[config.mk]
export PLATFORM = sky130hd
export DESIGN_NAME = priority_task_queue_server_unit
export DESIGN_NICKNAME = d
export VERILOG_FILES = /design/src/sv/ptqs_pkg.sv /design/src/sv/ptqs_cell.sv /design/src/sv/priority_task_queue_server_unit.sv
export SDC_FILE = /design/constraint.sdc
export NUM_CORES = 2
export LEC_CHECK = 0
export BUFFER_PORTS_ARGS = -buffer_cell sky130_fd_sc_hd__buf_2
export CORE_MARGIN = 5
export CORE_UTILIZATION = 65
export CTS_CLUSTER_DIAMETER = 30
export CTS_CLUSTER_SIZE = 20
export DETAILED_ROUTE_END_ITERATION = 8
export HOLD_SLACK_MARGIN = 0.12
export PLACE_DENSITY = 0.82
export SETUP_SLACK_MARGIN = 0.05
export SYNTH_ARGS = -nofsm -noshare
export SYNTH_HDL_FRONTEND = slang
export SYNTH_HIERARCHICAL = 1
export SYNTH_SLANG_ARGS = --single-unit
[constraint.sdc]
create_clock -name clk -period 9.2 [get_ports clk]
set_input_delay 1.38 -clock clk [delete_from_list [all_inputs] [get_ports clk]]
set_output_delay 1.38 -clock clk [all_outputs]
set_load 0.1 [all_outputs]
[src/sv/ptqs_pkg.sv]
package ptqs_pkg;

  localparam int DEF_QUEUE_DEPTH = 16;
  localparam int DEF_MAX_SERVICE = 8;

  localparam int ID_W   = 16;
  localparam int TICK_W = 32;
  localparam int PRI_W  = 3;
  localparam int SVC_W  = 4;
  localparam int QCNT_W = 5;

  typedef struct packed {
    logic              valid;
    logic [ID_W-1:0]   id;
    logic [TICK_W-1:0] arrival;
    logic [PRI_W-1:0]  pri;
  } slot_t;

  typedef struct packed {
    logic  step;
    logic  ins;
    logic  pop;
    slot_t new_slot;
  } ctl_t;

endpackage

[src/sv/ptqs_cell.sv]
module ptqs_cell #(
  parameter int RW   = 4,
  parameter bit HEAD = 1'b0
) (
  input  logic            clk,
  input  logic            rst_n,
  input  ptqs_pkg::ctl_t  ctl,
  input  logic [RW-1:0]   new_rem,
  input  ptqs_pkg::slot_t left_slot,
  input  logic [RW-1:0]   left_rem,
  input  logic            left_stay,
  input  ptqs_pkg::slot_t right_slot,
  input  logic [RW-1:0]   right_rem,
  input  logic            right_stay,
  output ptqs_pkg::slot_t slot,
  output logic [RW-1:0]   rem,
  output logic            stay,
  output ptqs_pkg::slot_t view_slot,
  output logic [RW-1:0]   view_rem
);
  import ptqs_pkg::*;

  logic              valid_r, valid_nxt;
  logic [ID_W-1:0]   id_r;
  logic [TICK_W-1:0] arrival_r;
  logic [PRI_W-1:0]  pri_r;
  logic [RW-1:0]     rem_r, rem_nxt;
  slot_t             own_slot, next_slot, slot_nxt;
  logic [RW-1:0]     next_rem;

  assign own_slot = '{valid: valid_r, id: id_r, arrival: arrival_r, pri: pri_r};
  assign slot     = own_slot;
  assign rem      = rem_r;
  assign stay     = valid_r && (pri_r >= ctl.new_slot.pri);

  always_comb begin
    view_slot = own_slot;
    view_rem  = rem_r;
    next_slot = right_slot;
    next_rem  = right_rem;
    if (ctl.ins) begin
      if (!stay) begin
        view_slot = left_stay ? ctl.new_slot : left_slot;
        view_rem  = left_stay ? new_rem : left_rem;
      end
      if (!right_stay) begin
        next_slot = stay ? ctl.new_slot : own_slot;
        next_rem  = stay ? new_rem : rem_r;
      end
    end
    if (ctl.pop) begin
      slot_nxt = next_slot;
      rem_nxt  = next_rem;
    end else begin
      slot_nxt = view_slot;
      rem_nxt  = HEAD ? view_rem - RW'(1) : view_rem;
    end
    valid_nxt = slot_nxt.valid;
  end

  always_ff @(posedge clk) begin
    if (!rst_n) begin
      valid_r <= 1'b0;
    end else if (ctl.step) begin
      valid_r <= valid_nxt;
    end
  end

  always_ff @(posedge clk) begin
    if (ctl.step) begin
      id_r      <= slot_nxt.id;
      arrival_r <= slot_nxt.arrival;
      pri_r     <= slot_nxt.pri;
      rem_r     <= rem_nxt;
    end
  end

endmodule

[src/sv/priority_task_queue_server_unit.sv]
// The start pulse is registered into valid_r, which drives the out_valid strobe carrying that tick's result.
// Throughput: one tick per cycle; busy stays low, and the row of queue cells
// inserts, decrements the head and removes it, all in the same cycle.
// The receiver cannot stall: every result is shown for exactly one cycle.
// Synchronous active-low reset empties the queue and clears tick, id and totals.
module priority_task_queue_server_unit #(
  parameter int QUEUE_DEPTH = ptqs_pkg::DEF_QUEUE_DEPTH,
  parameter int MAX_SERVICE = ptqs_pkg::DEF_MAX_SERVICE
) (
  input  logic                        clk,
  input  logic                        rst_n,
  input  logic                        start,
  output logic                        busy,
  input  logic                        in_task_arrives,
  input  logic [ptqs_pkg::SVC_W-1:0]  in_service_ticks,
  input  logic [ptqs_pkg::PRI_W-1:0]  in_task_priority,
  output logic                        out_valid,
  output logic                        out_task_served,
  output logic [ptqs_pkg::ID_W-1:0]   out_served_id,
  output logic [ptqs_pkg::TICK_W-1:0] out_served_wait,
  output logic [ptqs_pkg::QCNT_W-1:0] out_queued_count,
  output logic                        out_arrival_dropped,
  output logic [ptqs_pkg::ID_W-1:0]   out_tasks_accepted,
  output logic [ptqs_pkg::TICK_W-1:0] out_wait_total
);
  import ptqs_pkg::*;

  localparam int RW = (MAX_SERVICE < 2) ? 1 : $clog2(MAX_SERVICE + 1);
  localparam int CW = $clog2(QUEUE_DEPTH + 1);
  localparam int SW = (SVC_W > 9) ? SVC_W : 9;

  slot_t          cell_slot [QUEUE_DEPTH];
  logic [RW-1:0]  cell_rem  [QUEUE_DEPTH];
  logic           cell_stay [QUEUE_DEPTH];
  slot_t          cell_view [QUEUE_DEPTH];
  logic [RW-1:0]  cell_vrem [QUEUE_DEPTH];

  ctl_t              ctl;
  logic              step, full;
  logic [SW-1:0]     svc_fix;
  logic [RW-1:0]     new_rem;
  logic [TICK_W-1:0] tick_r, swait;
  logic [ID_W-1:0]   next_id_r, acc_r;
  logic [TICK_W-1:0] wsum_r;
  logic [CW-1:0]     count_r, count_nxt;
  logic              valid_r, served_r, dropped_r;
  logic [ID_W-1:0]   sid_r;
  logic [TICK_W-1:0] swait_r;

  assign busy = 1'b0;
  assign step = start && !busy;
  assign full = cell_slot[QUEUE_DEPTH-1].valid;

  always_comb begin
    svc_fix = SW'(in_service_ticks);
    if (svc_fix == '0) begin
      svc_fix = SW'(1);
    end
    if (svc_fix > SW'(MAX_SERVICE)) begin
      svc_fix = SW'(MAX_SERVICE);
    end
    new_rem = svc_fix[RW-1:0];
  end

  always_comb begin
    ctl.step             = step;
    ctl.ins              = step && in_task_arrives && !full;
    ctl.new_slot.valid   = 1'b1;
    ctl.new_slot.id      = next_id_r;
    ctl.new_slot.arrival = tick_r;
    ctl.new_slot.pri     = in_task_priority;
    ctl.pop              = step && cell_view[0].valid && (cell_vrem[0] == RW'(1));
  end

  assign swait = tick_r - cell_view[0].arrival;

  for (genvar i = 0; i < QUEUE_DEPTH; i++) begin : g_cell
    slot_t         l_slot, r_slot;
    logic [RW-1:0] l_rem, r_rem;
    logic          l_stay, r_stay;

    if (i == 0) begin : g_first
      assign l_slot = '0;
      assign l_rem  = '0;
      assign l_stay = 1'b1;
    end else begin : g_mid_l
      assign l_slot = cell_slot[i-1];
      assign l_rem  = cell_rem[i-1];
      assign l_stay = cell_stay[i-1];
    end

    if (i == QUEUE_DEPTH - 1) begin : g_last
      assign r_slot = '0;
      assign r_rem  = '0;
      assign r_stay = 1'b0;
    end else begin : g_mid_r
      assign r_slot = cell_slot[i+1];
      assign r_rem  = cell_rem[i+1];
      assign r_stay = cell_stay[i+1];
    end

    ptqs_cell #(
      .RW   (RW),
      .HEAD (i == 0)
    ) u_cell (
      .clk        (clk),
      .rst_n      (rst_n),
      .ctl        (ctl),
      .new_rem    (new_rem),
      .left_slot  (l_slot),
      .left_rem   (l_rem),
      .left_stay  (l_stay),
      .right_slot (r_slot),
      .right_rem  (r_rem),
      .right_stay (r_stay),
      .slot       (cell_slot[i]),
      .rem        (cell_rem[i]),
      .stay       (cell_stay[i]),
      .view_slot  (cell_view[i]),
      .view_rem   (cell_vrem[i])
    );
  end

  always_comb begin
    count_nxt = count_r;
    if (ctl.ins && !ctl.pop) begin
      count_nxt = count_r + CW'(1);
    end else if (!ctl.ins && ctl.pop) begin
      count_nxt = count_r - CW'(1);
    end
  end

  always_ff @(posedge clk) begin
    if (!rst_n) begin
      tick_r    <= '0;
      next_id_r <= '0;
      acc_r     <= '0;
      wsum_r    <= '0;
      count_r   <= '0;
      valid_r   <= 1'b0;
      served_r  <= 1'b0;
      dropped_r <= 1'b0;
    end else begin
      valid_r <= step;
      if (step) begin
        tick_r    <= tick_r + TICK_W'(1);
        count_r   <= count_nxt;
        served_r  <= ctl.pop;
        dropped_r <= in_task_arrives && full;
        if (ctl.ins) begin
          next_id_r <= next_id_r + ID_W'(1);
          acc_r     <= acc_r + ID_W'(1);
        end
        if (ctl.pop) begin
          wsum_r <= wsum_r + swait;
        end
      end
    end
  end

  always_ff @(posedge clk) begin
    if (step) begin
      sid_r   <= ctl.pop ? cell_view[0].id : '0;
      swait_r <= ctl.pop ? swait : '0;
    end
  end

  assign out_valid           = valid_r;
  assign out_task_served     = served_r;
  assign out_served_id       = sid_r;
  assign out_served_wait     = swait_r;
  assign out_queued_count    = QCNT_W'(count_r);
  assign out_arrival_dropped = dropped_r;
  assign out_tasks_accepted  = acc_r;
  assign out_wait_total      = wsum_r;

endmodule

# Word-level counts from Yosys, hierarchy flattened

Cells that the tools add are included.

Add/sub/neg operators: 8
Reduce and logical (&&, ||, !) cells: 34
Equal/unequal tests: 3
Multiplexer cells: 134
$lt $le $gt $ge: 17

Operators with widths:

| kind                                              | number |
|---|---|
| two-way mux 52 bit                                | 65 |
| two-way mux 4 bit                                 | 67 |
| greater-or-equal comparator 3 bit                 | 16 |
| adder 16 x 1 -> 16 bit (second input constant)    | 2 |
| adder 32 x 1 -> 32 bit (second input constant)    | 1 |
| adder 32 bit                                      | 1 |
| subtractor 32 bit                                 | 1 |
| logical AND 1 bit                                 | 23 |
| two-way mux 5 bit                                 | 2 |
| AND reduction 2 bit                               | 4 |
| adder 5 x 1 -> 5 bit (second input constant)      | 1 |
| subtractor 5 x 1 -> 5 bit (second input constant) | 1 |
| == test 4 x 1 -> 1 bit (second input constant)    | 1 |
| > comparator 4 bit (second input constant)        | 1 |
| logical NOT 4 bit                                 | 1 |
| nonzero test 2 bit                                | 2 |
| subtractor 4 x 1 -> 4 bit (second input constant) | 1 |
| logical NOT 1 bit                                 | 3 |
| != test 3 x 2 -> 1 bit (second input constant)    | 1 |
| AND reduction 3 bit                               | 1 |
| != test 2 bit (second input constant)             | 1 |

Register bits: 1048
Input bits: 11
Output and inout port bits: 105

# Longest topological paths before layout

Word-level depth: 12
Depth in mapped cells: 31
Depth with buffers taken out: 28

# By module

Netlist, hierarchy kept.

By module, submodules not included:

| module                            | cells an instance | area an instance (um2) | instances |
|---|---|---|---|
| ptqs_cell (g_cell[10].u_cell ...) | 533               | 5421.4                 | 15 |
| priority_task_queue_server_unit   | 1063              | 9560.4                 | 1 |
| ptqs_cell (g_cell[0].u_cell)      | 521               | 4735.8                 | 1 |

# Worst setup path after synthesis

Ideal clock, no wire load.

Kind: input -> register
From: input port start
To: register wsum_r[29], in the netlist out_wait_total[29]
Setup slack: 1.992 ns
Data required time: 9.078 ns
Stages on the path: 29
Data arrival time: 7.087 ns
Setup time: 0.122 ns
Cells stage by stage: clkbuf_1 > nand2_1 > nor2_1 > buf_1 > nor2b_1 > a22o_2 > buf_6 > buf_4 > nor2_1 > nor2_1 > inv_1 > ha_1 > a2111o_1 > o221a_1 > o21ai_0 > nand2b_1 > a21o_1 > a21oi_1 > xnor2_1 > ha_1 > and2_1 > a21o_1 > a21oi_1 > o311ai_4 > a211oi_1 > o21ai_2 > a221oi_1 > or4b_1 > nand3_1

RTL lines:

| item                 | RTL line                               | source |
|---|---|---|
| from (decl)          | priority_task_queue_server_unit.sv:12  | `input logic start,` |
| to (signal assigned) | priority_task_queue_server_unit.sv:155 | `wsum_r <= wsum_r + swait;` |
| to (decl)            | priority_task_queue_server_unit.sv:44  | `logic [TICK_W-1:0] wsum_r;` |

==> results.sh <==
export IMPL_status="finished, final reports clean"
export IMPL_finalSetupViolCount=0
export IMPL_drc=0
export IMPL_final_cell_mix="mux2_2 (1,148), nand2_1 (987), edfxtp_1 (928)"
export IMPL_gp_congestion=0.966
export IMPL_first_global_vias=75500
export IMPL_gr_usage_all_layers=0.430
export IMPL_post_cts_buffers=0
export IMPL_skew_ns=0.0589
export IMPL_cellLeakagePower_nw=35.7
export IMPL_dp_hpwl_um=182000
export IMPL_overflow=0
export IMPL_max_cap_viol_count=0
export IMPL_portBuffers=114
export IMPL_critPathSlowestCell="a21oi_1"
export IMPL_placed_cell_area_sq_mm=0.0864
export IMPL_crit_path_end_kind="register"
export IMPL_routed_wl_um=308000
export IMPL_netlist_area_sq_mm=0.0852
export IMPL_max_slew_margin=0.102
export IMPL_via_per_inst=7.47
export IMPL_cts_tree="built"
export IMPL_ant_nets=0
export IMPL_period_needed_ns=7.79
export IMPL_placedCellCount=9881
export IMPL_coreArea_sq_mm=0.130
export IMPL_worstPathMaxFanout=73
export IMPL_drive_gt1_frac=0.234
export IMPL_cp_data_arrival_time_ns=8.54
export IMPL_nets=8577
export IMPL_avgSynthCellArea_sq_um=9.87
export IMPL_initial_core_util=0.656
export IMPL_r2r_start="g_cell[0].u_cell/pri_r[0]"
export IMPL_layout_commonest_cell="mux2_2"
export IMPL_period_share=0.847
export IMPL_antenna_found_initial=19
export IMPL_start_kind="register"
export IMPL_grt_max_degree=257
export IMPL_drt_pass1_iterations=9
export IMPL_initialDrtViolationCount=12100
export IMPL_post_cts_resize_count=0
export IMPL_worst_pin_slew_ns=1.35
export IMPL_rsz0062_at_grt="no"
export IMPL_io_pins=116
export IMPL_hold_path_end="out_arrival_dropped"
export IMPL_final_cells=10400
export IMPL_required_ns=9.94
export IMPL_design_area_sq_mm=0.0962
export IMPL_grt_pass1_wl_um=465000
export IMPL_core_rowCount=132
export IMPL_numClockSinks=1048
export IMPL_r2r_end="out_wait_total[28]"
export IMPL_power_total_mw=21.0
export IMPL_fmax_mhz=128
export IMPL_fin_util=0.741
export IMPL_holdWs_ns=0.498
export IMPL_yosysWarnings=6
export IMPL_critPathKind="reg2reg"
export IMPL_worstHoldStart="out_arrival_dropped"
export IMPL_cpMostUsedCell="ha_1"
export IMPL_report_final_slew_viol_count=0
export IMPL_vdd_drop_max_mv=0.232
export IMPL_max_stage_delay_ns=0.87
export IMPL_crit_buf_inv=3
export IMPL_place_ws_ns=1.26
export IMPL_path_delay_family="compound AO/OA/AOI/OAI gates"
export IMPL_ctsRootBufferMaster="clkbuf_16"
export IMPL_whs_path_depth=2
export IMPL_postCtsHoldBufs=0
export IMPL_h_tree_depth=5
export IMPL_clock_latency_ns=0.91
export IMPL_reg2regPathDepth=26
export IMPL_hp_class="reg2reg"
export IMPL_cts_made_buffers=303
export IMPL_tns_ns=0
export IMPL_finalHoldViolCount=0
export IMPL_fin_ws_ns=1.41
export IMPL_syn_inst=8631
export IMPL_r2r_slack_ns=1.41
export IMPL_fp_dieH_um=372
export IMPL_routedWlPerCell_um=29.6
export IMPL_syn_to_final_growth_pct=12.9
export IMPL_die_area_sq_mm=0.138
export IMPL_p_per_area_mw_per_mm2=218
export IMPL_via_count=77800
export IMPL_clockBufferDepth=4
export IMPL_clkTransAtPathRegs_ns=0.04
export IMPL_die_x_um=372
==> where the power goes <==
part,internal (mW),switching [mW],total (mW)
sequential,5.99,0.579,6.57
combinational,1.68,2.51,4.19
clock,7.08,3.12,10.2
total,14.7,6.21,21.0
==> worst max path at each step <==
stage / startpoint / end / slack (ns) / depth (start not counted)
2_1_floorplan: start / out_wait_total[29] / 1.99 / 29
3_3_place_gp: in_task_priority[0] / out_wait_total[28] / 1.26 / 26
3_5_place_dp: in_task_priority[0] / out_wait_total[28] / 1.26 / 26
4_1_cts: in_task_priority[0] / out_wait_total[28] / 2.12 / 26
5_1_grt: g_cell[0].u_cell/pri_r[0] / out_wait_total[28] / 1.03 / 26
6_report: g_cell[0].u_cell/pri_r[0] / out_wait_total[28] / 1.41 / 26
==> layout make-up <==
type	count	area, sq um
inverter	942	3540
clock buffer	362	7970
sequential	1048	30300
clock inverter	166	1800
tap	1742	2180
antenna	8	20.0
multi-input combinational	5831	48200
timing repair buffer	318	2210
fill	8764	33600
==> registers in the layout, summed over array words and instances (netlist names), 32 cells and up <==
register and count:
tick_r 32, g_cell.u_cell/pri_r 48, out_wait_total 32, g_cell.u_cell/id_r 256, out_served_wait 32, g_cell.u_cell/arrival_r 512
g_cell.u_cell/rem 64
==> worst reg2reg max path, cell delays in order (launching register included) <==
cell	delay, ns
edfxtp_1	0.43
inv_1	0.29
ha_1	0.29
nand2b_1	0.14
a21oi_1	0.87
a22o_2	0.78
buf_4	0.67
and2_1	0.32
nor2_1	0.07
inv_1	0.07
ha_1	0.28
o21a_1	0.15
o211ai_1	0.19
nand2b_1	0.17
a311oi_2	0.07
or3_1	0.43
xor2_1	0.27
ha_1	0.38
a21oi_1	0.42
o21ai_0	0.17
a21o_1	0.21
a211oi_1	0.24
nor2_1	0.06
a211oi_1	0.27
xor2_1	0.16
o21ai_0	0.07
and2_1	0.18
==> layer usage <==
metal	routed length, um	vias to the layer above	part of all wire	track usage
li1	-	32800	-	-
met1	111000	37300	0.36	0.537
met2	133000	6266	0.43	0.637
met3	39300	1493	0.13	0.132
met4	24800	10	0.080	0.295
met5	66	-	0.00021	0
(Power assumes the default switching activity.)
